$ cat src/design/rdve_pkg.sv
`timescale 1ns / 1ps

package rdve_pkg;

  localparam int VALUE_W    = 32;
  localparam int DIGIT_W    = 4;
  localparam int TOUCH_W    = 16;
  localparam int STEP_W     = 8;
  localparam int DOT_W      = 4;
  localparam int PIX_W      = 8;
  localparam int CFG_IDX_W  = 3;
  localparam int CFG_DATA_W = 32;
  // screen x positions: unit_x minus up to ten glyphs and three gaps
  localparam int XPOS_W     = 18;
  // magnitude of -2^31 needs the extra bit
  localparam int ABS_W      = 33;
  localparam int POW_W      = 30;
  localparam int PROD_W     = 39;
  localparam int ACC_W      = 41;
  localparam logic [DIGIT_W-1:0] MAX_DIGIT = 4'd9;

  typedef enum logic [CFG_IDX_W-1:0] {
    REG_MIN_VALUE     = 3'd0,
    REG_MAX_VALUE     = 3'd1,
    REG_LOCKED        = 3'd2,
    REG_DOT_POSITION  = 3'd3,
    REG_GLYPH_WIDTH   = 3'd4,
    REG_GROUP_SPACING = 3'd5,
    REG_UNIT_X        = 3'd6
  } cfg_reg_t;

  typedef enum logic [2:0] {
    ST_IDLE,
    ST_PREP,
    ST_WALK,
    ST_MUL,
    ST_ADD,
    ST_CLAMP_A,
    ST_CLAMP_B,
    ST_FIN
  } state_t;

  typedef struct packed {
    logic load;
    logic prep;
    logic walk_adv;
    logic walk_commit;
    logic mul;
    logic add;
    logic clamp;
    logic fin;
  } dp_cmd_t;

  typedef struct packed {
    logic locked;
    logic touch_sel;
    logic step_nz;
    logic walk_stop;
  } dp_status_t;

  function automatic logic [POW_W-1:0] pow10(input logic [DIGIT_W-1:0] d);
    logic [POW_W-1:0] p;
    case (d)
      4'd0:    p = 30'd1;
      4'd1:    p = 30'd10;
      4'd2:    p = 30'd100;
      4'd3:    p = 30'd1000;
      4'd4:    p = 30'd10000;
      4'd5:    p = 30'd100000;
      4'd6:    p = 30'd1000000;
      4'd7:    p = 30'd10000000;
      4'd8:    p = 30'd100000000;
      4'd9:    p = 30'd1000000000;
      default: p = 30'd0;
    endcase
    return p;
  endfunction

  // largest magnitude that still fits in k digits
  function automatic logic [ABS_W-1:0] pow10_m1(input logic [DIGIT_W-1:0] k);
    logic [ABS_W-1:0] p;
    case (k)
      4'd1:    p = 33'd9;
      4'd2:    p = 33'd99;
      4'd3:    p = 33'd999;
      4'd4:    p = 33'd9999;
      4'd5:    p = 33'd99999;
      4'd6:    p = 33'd999999;
      4'd7:    p = 33'd9999999;
      4'd8:    p = 33'd99999999;
      4'd9:    p = 33'd999999999;
      default: p = 33'd0;
    endcase
    return p;
  endfunction

  // (1 - dot) mod 3: phase of the first digit left of digit 0
  function automatic logic [1:0] phase_init(input logic [DOT_W-1:0] dot);
    logic [1:0] r;
    case (dot)
      4'd0, 4'd3, 4'd6, 4'd9, 4'd12, 4'd15: r = 2'd1;
      4'd1, 4'd4, 4'd7, 4'd10, 4'd13:       r = 2'd0;
      default:                              r = 2'd2;
    endcase
    return r;
  endfunction

endpackage

$ cat src/design/rdve_cfg_if.sv
`timescale 1ns / 1ps

interface rdve_cfg_if;
  logic                               valid;
  logic                               ready;
  logic [rdve_pkg::CFG_IDX_W-1:0]     index;
  logic [rdve_pkg::CFG_DATA_W-1:0]    data;

  modport source (output valid, index, data, input ready);
  modport sink   (input valid, index, data, output ready);
endinterface

$ cat src/design/rdve_item_if.sv
`timescale 1ns / 1ps

interface rdve_item_if;
  logic                               valid;
  logic                               ready;
  logic                               pressed;
  logic                               disabled;
  logic signed [rdve_pkg::TOUCH_W-1:0] touch_x;
  logic signed [rdve_pkg::STEP_W-1:0]  step;
  logic                               value_write;
  logic signed [rdve_pkg::VALUE_W-1:0] new_value;

  modport source (output valid, pressed, disabled, touch_x, step, value_write, new_value,
                  input ready);
  modport sink   (input valid, pressed, disabled, touch_x, step, value_write, new_value,
                  output ready);
endinterface

$ cat src/design/rdve_result_if.sv
`timescale 1ns / 1ps

interface rdve_result_if;
  logic                               valid;
  logic                               ready;
  logic signed [rdve_pkg::VALUE_W-1:0] value;
  logic [rdve_pkg::DIGIT_W-1:0]       selected_digit;
  logic                               refresh;

  modport source (output valid, value, selected_digit, refresh, input ready);
  modport sink   (input valid, value, selected_digit, refresh, output ready);
endinterface

$ cat src/design/rdve_datapath.sv
`timescale 1ns / 1ps

module rdve_datapath (
  input  logic                                clk,
  input  logic                                rst,
  input  logic                                cfg_we,
  input  logic [rdve_pkg::CFG_IDX_W-1:0]      cfg_index,
  input  logic [rdve_pkg::CFG_DATA_W-1:0]     cfg_data,
  input  logic                                pressed,
  input  logic                                disabled,
  input  logic signed [rdve_pkg::TOUCH_W-1:0] touch_x,
  input  logic signed [rdve_pkg::STEP_W-1:0]  step,
  input  logic                                value_write,
  input  logic signed [rdve_pkg::VALUE_W-1:0] new_value,
  input  rdve_pkg::dp_cmd_t                   cmd,
  output rdve_pkg::dp_status_t                status,
  output logic signed [rdve_pkg::VALUE_W-1:0] out_value,
  output logic [rdve_pkg::DIGIT_W-1:0]        out_selected_digit,
  output logic                                out_refresh
);

  localparam int VW = rdve_pkg::VALUE_W;
  localparam int XW = rdve_pkg::XPOS_W;
  localparam int AW = rdve_pkg::ACC_W;

  // configuration
  logic signed [VW-1:0]                  min_value;
  logic signed [VW-1:0]                  max_value;
  logic                                  locked;
  logic [rdve_pkg::DOT_W-1:0]            dot_position;
  logic [rdve_pkg::PIX_W-1:0]            glyph_width;
  logic [rdve_pkg::PIX_W-1:0]            group_spacing;
  logic signed [rdve_pkg::TOUCH_W-1:0]   unit_x;

  // held state; current_value also stands for the last shown value
  logic signed [VW-1:0]                  current_value;
  logic [rdve_pkg::DIGIT_W-1:0]          digit_select;

  // per-request working registers
  logic signed [rdve_pkg::TOUCH_W-1:0]   tx;
  logic signed [rdve_pkg::STEP_W-1:0]    step_r;
  logic                                  touch_sel;
  logic signed [AW-1:0]                  acc;
  logic [rdve_pkg::ABS_W-1:0]            abs_min;
  logic [rdve_pkg::ABS_W-1:0]            abs_max;
  logic [rdve_pkg::ABS_W-1:0]            top;
  logic signed [XW-1:0]                  xpos;
  logic [1:0]                            phase;
  logic [rdve_pkg::DIGIT_W-1:0]          d;
  logic signed [rdve_pkg::PROD_W-1:0]    prod;
  logic                                  sel_changed;

  logic signed [VW-1:0]                  load_value;
  logic signed [rdve_pkg::ABS_W-1:0]     min_ext;
  logic signed [rdve_pkg::ABS_W-1:0]     max_ext;
  logic signed [XW-1:0]                  gw_ext;
  logic signed [XW-1:0]                  sp_ext;
  logic signed [XW-1:0]                  tx_ext;
  logic signed [XW-1:0]                  xpos_next;
  logic [rdve_pkg::DIGIT_W-1:0]          d_inc;
  logic                                  next_ok;
  logic signed [rdve_pkg::PROD_W-1:0]    prod_c;
  logic signed [AW-1:0]                  min_acc;
  logic signed [AW-1:0]                  max_acc;
  logic signed [AW-1:0]                  acc_clamped;

  assign load_value = value_write ? new_value : current_value;
  assign min_ext    = {min_value[VW-1], min_value};
  assign max_ext    = {max_value[VW-1], max_value};
  assign gw_ext     = $signed({{(XW-rdve_pkg::PIX_W){1'b0}}, glyph_width});
  assign sp_ext     = $signed({{(XW-rdve_pkg::PIX_W){1'b0}}, group_spacing});
  assign tx_ext     = {{(XW-rdve_pkg::TOUCH_W){tx[rdve_pkg::TOUCH_W-1]}}, tx};
  assign xpos_next  = xpos - gw_ext - ((phase == 2'd0) ? sp_ext : '0);
  assign d_inc      = d + 4'd1;
  assign next_ok    = (d < rdve_pkg::MAX_DIGIT) && (top > rdve_pkg::pow10_m1(d_inc));

  assign prod_c = step_r * $signed({1'b0, rdve_pkg::pow10(digit_select)});

  assign min_acc = {{(AW-VW){min_value[VW-1]}}, min_value};
  assign max_acc = {{(AW-VW){max_value[VW-1]}}, max_value};
  // min is tested first: on a crossed range values below min get min, all others max
  assign acc_clamped = (acc < min_acc) ? min_acc : ((acc > max_acc) ? max_acc : acc);

  assign status.locked    = locked;
  assign status.touch_sel = touch_sel;
  assign status.step_nz   = (step_r != '0);
  assign status.walk_stop = (tx_ext > xpos) || !next_ok;

  always_ff @(posedge clk) begin
    if (rst) begin
      min_value     <= {1'b1, {(VW-1){1'b0}}};
      max_value     <= {1'b0, {(VW-1){1'b1}}};
      locked        <= 1'b0;
      dot_position  <= 4'd0;
      glyph_width   <= 8'd8;
      group_spacing <= 8'd4;
      unit_x        <= '0;
      current_value <= '0;
      digit_select  <= '0;
    end else begin
      if (cfg_we) begin
        case (cfg_index)
          rdve_pkg::REG_MIN_VALUE: begin
            min_value    <= cfg_data[VW-1:0];
            digit_select <= '0;
          end
          rdve_pkg::REG_MAX_VALUE: begin
            max_value    <= cfg_data[VW-1:0];
            digit_select <= '0;
          end
          rdve_pkg::REG_LOCKED:        locked        <= cfg_data[0];
          rdve_pkg::REG_DOT_POSITION:  dot_position  <= cfg_data[rdve_pkg::DOT_W-1:0];
          rdve_pkg::REG_GLYPH_WIDTH:   glyph_width   <= cfg_data[rdve_pkg::PIX_W-1:0];
          rdve_pkg::REG_GROUP_SPACING: group_spacing <= cfg_data[rdve_pkg::PIX_W-1:0];
          rdve_pkg::REG_UNIT_X:        unit_x        <= cfg_data[rdve_pkg::TOUCH_W-1:0];
          default: ;
        endcase
      end
      if (cmd.walk_commit) digit_select  <= d;
      if (cmd.fin)         current_value <= acc[VW-1:0];
    end
  end

  always_ff @(posedge clk) begin
    if (cmd.load) begin
      tx          <= touch_x;
      step_r      <= step;
      touch_sel   <= pressed & ~disabled;
      acc         <= {{(AW-VW){load_value[VW-1]}}, load_value};
      abs_min     <= min_value[VW-1] ? $unsigned(-min_ext) : $unsigned(min_ext);
      abs_max     <= max_value[VW-1] ? $unsigned(-max_ext) : $unsigned(max_ext);
      sel_changed <= 1'b0;
    end
    if (cmd.prep) begin
      top   <= (abs_min > abs_max) ? abs_min : abs_max;
      xpos  <= {{(XW-rdve_pkg::TOUCH_W){unit_x[rdve_pkg::TOUCH_W-1]}}, unit_x} - gw_ext;
      phase <= rdve_pkg::phase_init(dot_position);
      d     <= '0;
    end
    if (cmd.walk_adv) begin
      d     <= d_inc;
      xpos  <= xpos_next;
      phase <= (phase == 2'd2) ? 2'd0 : phase + 2'd1;
    end
    if (cmd.walk_commit) sel_changed <= (d != digit_select);
    if (cmd.mul)         prod <= prod_c;
    if (cmd.add)         acc  <= acc + {{(AW-rdve_pkg::PROD_W){prod[rdve_pkg::PROD_W-1]}}, prod};
    if (cmd.clamp)       acc  <= acc_clamped;
    if (cmd.fin) begin
      out_value          <= acc[VW-1:0];
      out_selected_digit <= digit_select;
      out_refresh        <= sel_changed | (acc[VW-1:0] != current_value);
    end
  end

endmodule

$ cat src/design/rdve_ctrl.sv
`timescale 1ns / 1ps

module rdve_ctrl (
  input  logic                 clk,
  input  logic                 rst,
  input  logic                 item_valid,
  output logic                 item_ready,
  output logic                 result_valid,
  input  logic                 result_ready,
  input  rdve_pkg::dp_status_t status,
  output rdve_pkg::dp_cmd_t    cmd
);

  rdve_pkg::state_t state;
  rdve_pkg::state_t state_next;
  logic             slot_free;

  assign slot_free = ~result_valid | result_ready;

  always_ff @(posedge clk) begin
    if (rst) begin
      state        <= rdve_pkg::ST_IDLE;
      result_valid <= 1'b0;
    end else begin
      state <= state_next;
      if (cmd.fin)           result_valid <= 1'b1;
      else if (result_ready) result_valid <= 1'b0;
    end
  end

  always_comb begin
    state_next = state;
    case (state)
      rdve_pkg::ST_IDLE:    if (item_valid) state_next = rdve_pkg::ST_PREP;
      rdve_pkg::ST_PREP: begin
        if (status.locked)         state_next = rdve_pkg::ST_CLAMP_B;
        else if (status.touch_sel) state_next = rdve_pkg::ST_WALK;
        else if (status.step_nz)   state_next = rdve_pkg::ST_MUL;
        else                       state_next = rdve_pkg::ST_CLAMP_B;
      end
      rdve_pkg::ST_WALK:    if (status.walk_stop) state_next = rdve_pkg::ST_CLAMP_B;
      rdve_pkg::ST_MUL:     state_next = rdve_pkg::ST_ADD;
      rdve_pkg::ST_ADD:     state_next = rdve_pkg::ST_CLAMP_A;
      rdve_pkg::ST_CLAMP_A: state_next = rdve_pkg::ST_CLAMP_B;
      rdve_pkg::ST_CLAMP_B: state_next = rdve_pkg::ST_FIN;
      rdve_pkg::ST_FIN:     if (slot_free) state_next = rdve_pkg::ST_IDLE;
      default:              state_next = rdve_pkg::ST_IDLE;
    endcase
  end

  always_comb begin
    cmd        = '0;
    item_ready = 1'b0;
    case (state)
      rdve_pkg::ST_IDLE: begin
        item_ready = 1'b1;
        cmd.load   = item_valid;
      end
      rdve_pkg::ST_PREP: cmd.prep = 1'b1;
      rdve_pkg::ST_WALK: begin
        cmd.walk_adv    = ~status.walk_stop;
        cmd.walk_commit = status.walk_stop;
      end
      rdve_pkg::ST_MUL:     cmd.mul   = 1'b1;
      rdve_pkg::ST_ADD:     cmd.add   = 1'b1;
      rdve_pkg::ST_CLAMP_A: cmd.clamp = 1'b1;
      rdve_pkg::ST_CLAMP_B: cmd.clamp = 1'b1;
      rdve_pkg::ST_FIN:     cmd.fin   = slot_free;
      default: ;
    endcase
  end

endmodule

$ cat src/design/rotary_digit_value_editor_core.sv
`timescale 1ns / 1ps

// Digit-wise value editor for a rotary encoder plus touch screen. Each request
// (one UI tick) returns exactly one result: the clamped value, the selected
// decimal digit and a refresh flag. A locked or idle request passes through
// prep, one clamp and finish; an encoder step adds a multiply, a 41-bit add
// and a second clamp; a touch walks 1..10 digit positions between prep and
// the clamp, one digit a cycle through a single x-position subtractor. One
// request is worked at a time; the result register lets a new request be
// taken while a result waits. The configuration port is always ready;
// writing min or max clears the selected digit.
module rotary_digit_value_editor_core (
  input  logic          clk,
  input  logic          rst,
  rdve_cfg_if.sink      cfg,
  rdve_item_if.sink     item,
  rdve_result_if.source result
);

  rdve_pkg::dp_cmd_t    cmd;
  rdve_pkg::dp_status_t status;

  // config writes are never back-pressured
  assign cfg.ready = 1'b1;

  // sequencer: decides between lock, touch walk and encoder step
  rdve_ctrl u_ctrl (
    .clk          (clk),
    .rst          (rst),
    .item_valid   (item.valid),
    .item_ready   (item.ready),
    .result_valid (result.valid),
    .result_ready (result.ready),
    .status       (status),
    .cmd          (cmd)
  );

  // registers, digit walk, step multiply and clamp
  rdve_datapath u_dp (
    .clk                (clk),
    .rst                (rst),
    .cfg_we             (cfg.valid),
    .cfg_index          (cfg.index),
    .cfg_data           (cfg.data),
    .pressed            (item.pressed),
    .disabled           (item.disabled),
    .touch_x            (item.touch_x),
    .step               (item.step),
    .value_write        (item.value_write),
    .new_value          (item.new_value),
    .cmd                (cmd),
    .status             (status),
    .out_value          (result.value),
    .out_selected_digit (result.selected_digit),
    .out_refresh        (result.refresh)
  );

endmodule

$ cat src/flat_wrapper.sv
// flat-port wrapper written by rule: the top's interface ports become plain ports
module rotary_digit_value_editor_core_flat 
  (clk, rst, cfg_valid, cfg_index, cfg_data, cfg_ready, item_valid, item_pressed, item_disabled, item_touch_x, item_step, item_value_write, item_new_value, item_ready, result_valid, result_value, result_selected_digit, result_refresh, result_ready);
  rdve_cfg_if cfg_i ();
  rdve_item_if item_i ();
  rdve_result_if result_i ();
  input  logic clk;
  input  logic rst;
  input wire logic [$bits(cfg_i.valid)-1:0] cfg_valid;
  input wire logic [$bits(cfg_i.index)-1:0] cfg_index;
  input wire logic [$bits(cfg_i.data)-1:0] cfg_data;
  output wire logic [$bits(cfg_i.ready)-1:0] cfg_ready;
  input wire logic [$bits(item_i.valid)-1:0] item_valid;
  input wire logic [$bits(item_i.pressed)-1:0] item_pressed;
  input wire logic [$bits(item_i.disabled)-1:0] item_disabled;
  input wire logic [$bits(item_i.touch_x)-1:0] item_touch_x;
  input wire logic [$bits(item_i.step)-1:0] item_step;
  input wire logic [$bits(item_i.value_write)-1:0] item_value_write;
  input wire logic [$bits(item_i.new_value)-1:0] item_new_value;
  output wire logic [$bits(item_i.ready)-1:0] item_ready;
  output wire logic [$bits(result_i.valid)-1:0] result_valid;
  output wire logic [$bits(result_i.value)-1:0] result_value;
  output wire logic [$bits(result_i.selected_digit)-1:0] result_selected_digit;
  output wire logic [$bits(result_i.refresh)-1:0] result_refresh;
  input wire logic [$bits(result_i.ready)-1:0] result_ready;
  assign cfg_i.valid = cfg_valid;
  assign cfg_i.index = cfg_index;
  assign cfg_i.data = cfg_data;
  assign cfg_ready = cfg_i.ready;
  assign item_i.valid = item_valid;
  assign item_i.pressed = item_pressed;
  assign item_i.disabled = item_disabled;
  assign item_i.touch_x = item_touch_x;
  assign item_i.step = item_step;
  assign item_i.value_write = item_value_write;
  assign item_i.new_value = item_new_value;
  assign item_ready = item_i.ready;
  assign result_valid = result_i.valid;
  assign result_value = result_i.value;
  assign result_selected_digit = result_i.selected_digit;
  assign result_refresh = result_i.refresh;
  assign result_i.ready = result_ready;
  rotary_digit_value_editor_core u_core (.clk(clk), .rst(rst), .cfg(cfg_i), .item(item_i), .result(result_i));
endmodule
$ cat config.mk
export PLATFORM = sky130hd
export DESIGN_NAME = rotary_digit_value_editor_core_flat
export DESIGN_NICKNAME = d
export VERILOG_FILES = /design/src/design/rdve_pkg.sv /design/src/design/rdve_cfg_if.sv /design/src/design/rdve_item_if.sv /design/src/design/rdve_result_if.sv /design/src/design/rdve_datapath.sv /design/src/design/rdve_ctrl.sv /design/src/design/rotary_digit_value_editor_core.sv /design/src/flat_wrapper.sv
export SDC_FILE = /design/constraint.sdc
export NUM_CORES = 2
export LEC_CHECK = 0
export ABC_AREA = 1
export BUFFER_PORTS_ARGS = -buffer_cell sky130_fd_sc_hd__buf_4
export CORE_MARGIN = 2
export CORE_UTILIZATION = 40
export CTS_CLUSTER_DIAMETER = 30
export DETAILED_ROUTE_END_ITERATION = 10
export HOLD_SLACK_MARGIN = 0.05
export PLACE_DENSITY_LB_ADDON = 0.2
export REMOVE_ABC_BUFFERS = 1
export SLEW_MARGIN = 10
export SYNTH_ARGS = -nofsm -noshare
export SYNTH_HDL_FRONTEND = slang
export SYNTH_SLANG_ARGS = --single-unit
$ cat constraint.sdc
create_clock -name clk -period 15.3 [get_ports clk]
set_input_delay 0.765 -clock clk [delete_from_list [all_inputs] [get_ports clk]]
set_output_delay 0.765 -clock clk [all_outputs]
set_load 0.05 [all_outputs]
==> flow_summary_export.csv <==
group,metric,value,unit
setup_path,cp_num_buf_inv,7,
die,initial_core_util,40.28,%
place,place.gp.congestion,0.9387,
grt,antenna_found_initial,0,
grt,grt_pass1_vias,28000,
finish,ff_latch_area,11310,um^2
routing,firstDrtPassIters,5,
yosys,yosysTopAreaCell,"edfxtp_1",
setup_path,r2r_slack,9560,ps
setup_path,cp_slowest_cell,"inv_1",
pwr,power.switching,0.003389,W
setup_path,crit_fanout,25,
sta,relSlewSlack,22.20,%
routing,drt-total-wl,101200,um
routing,route.vias.total,28340,
clocking,cts_hold_buf,0,
clocking,cts-root-buf,"clkbuf_16",
finish,fin_nets,5004,
yosys,synthTopCellsByCount,"898 x nand2_1, 745 x inv_1, 354 x nor2_1",
yosys,ys.flop_type,"edfxtp_1",
flow_run,drv_cap,0,
clocking,cts_buffers,100,
setup_path,worst-path-stages,20,
grt,grt_max_degree,96,
setup_path,crit_chain,"inv_1 > nor2_1 > fa_1 > inv_1 > fa_1 > inv_1 > fa_1 > inv_1 > fa_1 > inv_1 > ha_1 > nand2_1 > nor2_1 > inv_1 > nor2_1 > inv_1 > nor4_1 > a21oi_1 > o21ai_0 > xor2_1",
yosys,async_reset_ff_share,0,%
setup_path,cp.required,15680,ps
routing,post_drt_wl_per_cell,17.96,um
die,die_h,296.6,um
setup_path,r2r-start,"u_core.u_dp.step_r[7]",
place,port_buffers,137,
clocking,clock-sinks,432,
setup_path,crit_type,"reg -> reg",
finish,multi_input_area,19620,um^2
finish,layout-drive-gt1-share,9.067,%
pwr,p_leak,19.24,nW
sta,rsz0062_at_grt,"no",
pwr,peakVddDrop,0.00009624,V
setup_path,crit_arrival,6120,ps
min_path,hold_class,"in -> reg",
routing,viasPerCell,5.031,
sta,final-hold-violation-count,0,
yosys,synth_cell_types,61,
sta,fmax,174.2,MHz
sta,worst_pin_slew,1164,ps
sta,final.period_utilization,37.52,%
setup_path,startpoint,"u_core.u_dp.step_r[7]",
place,dp_cells,5444,
yosys,avgSynthCellArea,8.026,um^2
setup_path,setup.worst_path.start_class,"flop",
sta,period_needed,5741,ps
pwr,p_sw_share,43.90,%
setup_path,cp_common_cell,"inv_1",
setup_path,reg2regPathDepth,20,
yosys,postSynthCellCount,4266,
clocking,clock_latency,660,ps
setup_path,critPathCaptureType,"flop",
yosys,synthesis.area,34240,um^2
clocking,tritoncts,"built",
die,placementRows,107,
clocking,cts_resized,0,
yosys,ys_ff_latch,432,
routing,drt.antenna.violating_nets,0,
setup_path,cp-endpoint,"u_core.u_dp.prod[24]",
setup_path,r2r-end,"u_core.u_dp.prod[24]",
die,ios,139,
pwr,power.internal,0.004331,W
grt,grt_pass1_wl,157700,um
grt,grt_usage,23.36,%
yosys,yosys_warnings,0,
finish,n_antenna_cell,0,
place,place_hpwl,80900,um
sta,holdWs,298.7,ps
yosys,yosysSeqAreaShare,33.03,%
sta,setup-tns-final,0,ps
die,core,85010,um^2
yosys,synth_top_area_share,23.33,%
die,dieArea,87950,um^2
sta,slew_viol_final,0,
pwr,pwr-share-seq,25.9,%
clocking,path_clk_slew,50,ps
sta,finalSetupViolCount,0,
setup_path,crit_family,"adder cells",
routing,drcViolationCount,0,
sta,fin_skew,32.43,ps
status,status,"finished, final reports clean",
pwr,pwr-share-clk,28.3,%
yosys,synth_edf_count,266,
clocking,ctsHtreeMaxLevel,3,
yosys,synth.most_common_cell,"nand2_1",
pwr,finalPower,0.007720,W
clocking,clockBufferDepth,3,
grt,overflow,0,
yosys,synth.area.top_cells,"edfxtp_1 23%, ha_1 12%, fa_1 10%, nand2_1 9.8%, dfxtp_1 9.7%",
clocking,cts_setup_buffers,0,
finish,area_growth,16.49,%
finish,stdcell_count,5633,
pwr,combPwrFrac,45.8,%
pwr,power.density,193.6,nW/um^2
setup_path,worst_path_largest_cell_delay,690,ps
die,die_w,296.6,um
finish,n_fill_cell,8319,
routing,drt_iter0_markers,1932,
-- layout make-up --
class                           count  share of cell area [%]
Clock buffer                      119                   6.657
Clock inverter                     70                   2.089
Inverter                          755                   7.115
Multi-Input combinational cell   2954                   49.20
Sequential cell                   432                   28.36
Tap cell                         1144                   3.589
Timing Repair Buffer              159                   2.993
-- metrics by stage --
step | utilization (%) | setup WS [ps] | cell area (um^2)
2_1_floorplan | - | 7447 | 33730
4_1_cts | 46.92 | 9576 | 39890
3_5_place_dp | 42.81 | 9593 | 36400
6_report | 46.92 | 9559 | 39890
5_1_grt | 46.92 | 9180 | 39890
3_3_place_gp | 42.81 | 9686 | 36400
-- worst reg2reg max path: cells and delay by family, from the launching register on --
family / cells / cell delay (ps)
buffers and inverters: 7 / 1050
and+or+nand+nor: 5 / 930
xor gates and xnor gates: 1 / 110
AOI/OAI and AO/OA: 2 / 420
DFF: 1 / 410
adders and majority gates: 5 / 2580
-- per-layer routing --
| layer | share of wire [%] | GRT usage [%] | vias up |
|---|---|---|---|
| met5 | 0 | 0 | - |
| met4 | 3.0 | 7.822 | 0 |
| met3 | 4.6 | 3.295 | 161 |
| met2 | 49 | 41.13 | 627 |
| met1 | 43 | 29.32 | 13390 |
| li1 | - | - | 14170 |
-- cells by family (layout without fill, tap and decap cells) --
kind of cell | after synthesis | count (layout) | share of synthesized area (%)
and+or+nand+nor | 1587 | 1587 | 19.46
DFF | 432 | 432 | 33.03
adders and majority gates | 503 | 503 | 22.26
AOI/OAI and AO/OA | 711 | 711 | 11.61
other | 2 | 4 | 0.02193
xor gates and xnor gates | 147 | 147 | 3.760
muxes | 2 | 2 | 0.05847
buffers and inverters | 882 | 1103 | 9.797
-- worst min-delay path by stage --
stage | startpoint | endpoint | slack, ps | depth (start not counted)
finish | item_touch_x[6] | u_core.u_dp.tx[6] | 300 | 1
global route | item_touch_x[6] | u_core.u_dp.tx[6] | 270 | 1
CTS | item_touch_x[0] | u_core.u_dp.tx[0] | 270 | 1
detailed placement | u_core.u_dp.min_value[0] | u_core.u_dp.abs_min[0] | 430 | 0
global placement | u_core.u_dp.min_value[0] | u_core.u_dp.abs_min[0] | 430 | 0
floorplan | u_core.u_dp.min_value[0] | u_core.u_dp.abs_min[0] | 410 | 0
-- layout by cell type, fill, tap and decap left out, types with 15 or more instances in the layout --
cell | netlist | routed
nand2_1 | 898 | 898
inv_1 | 745 | 744
nor2_1 | 354 | 347
ha_1 | 326 | 326
edfxtp_1 | 266 | 266
o21ai_0 | 265 | 265
a21oi_1 | 259 | 259
fa_1 | 177 | 177
dfxtp_1 | 166 | 166
nand3_1 | 161 | 161
buf_4 | 2 | 159
xor2_1 | 114 | 114
clkbuf_16 | 0 | 101
o211ai_1 | 55 | 55
nor3_1 | 47 | 47
nand4_1 | 41 | 41
xnor2_1 | 33 | 33
a31oi_1 | 31 | 31
or2_2 | 18 | 18
clkinv_2 | 1 | 17
nor4_1 | 16 | 16
o21ai_1 | 15 | 15
-- state kept, by name, indices dropped and copies added (netlist names), 18 cells and up, named ones only --
register,count
u_core.u_dp.current_value,32
u_core.u_dp.acc,41
u_core.u_dp.abs_min,33
u_core.u_dp.xpos,18
u_core.u_dp.out_value,32
u_core.u_dp.prod,39
u_core.u_dp.abs_max,33
u_core.u_dp.max_value,32
u_core.u_dp.top,33
u_core.u_dp.min_value,32
-- power by group through the flow --
| stage | clock, W | sequential [W] | combinational (W) |
|---|---|---|---|
| after floorplan | 0 | 0.00187 | 0.00253 |
| after CTS | 0.00221 | 0.00200 | 0.00355 |
| after global placement | 0 | 0.00202 | 0.00351 |
| after global routing | 0.00227 | 0.00203 | 0.00406 |
| after detailed placement | 0 | 0.00202 | 0.00352 |
| final | 0.00218 | 0.00200 | 0.00354 |
No activity file was read; power rests on OpenSTA's default activity.
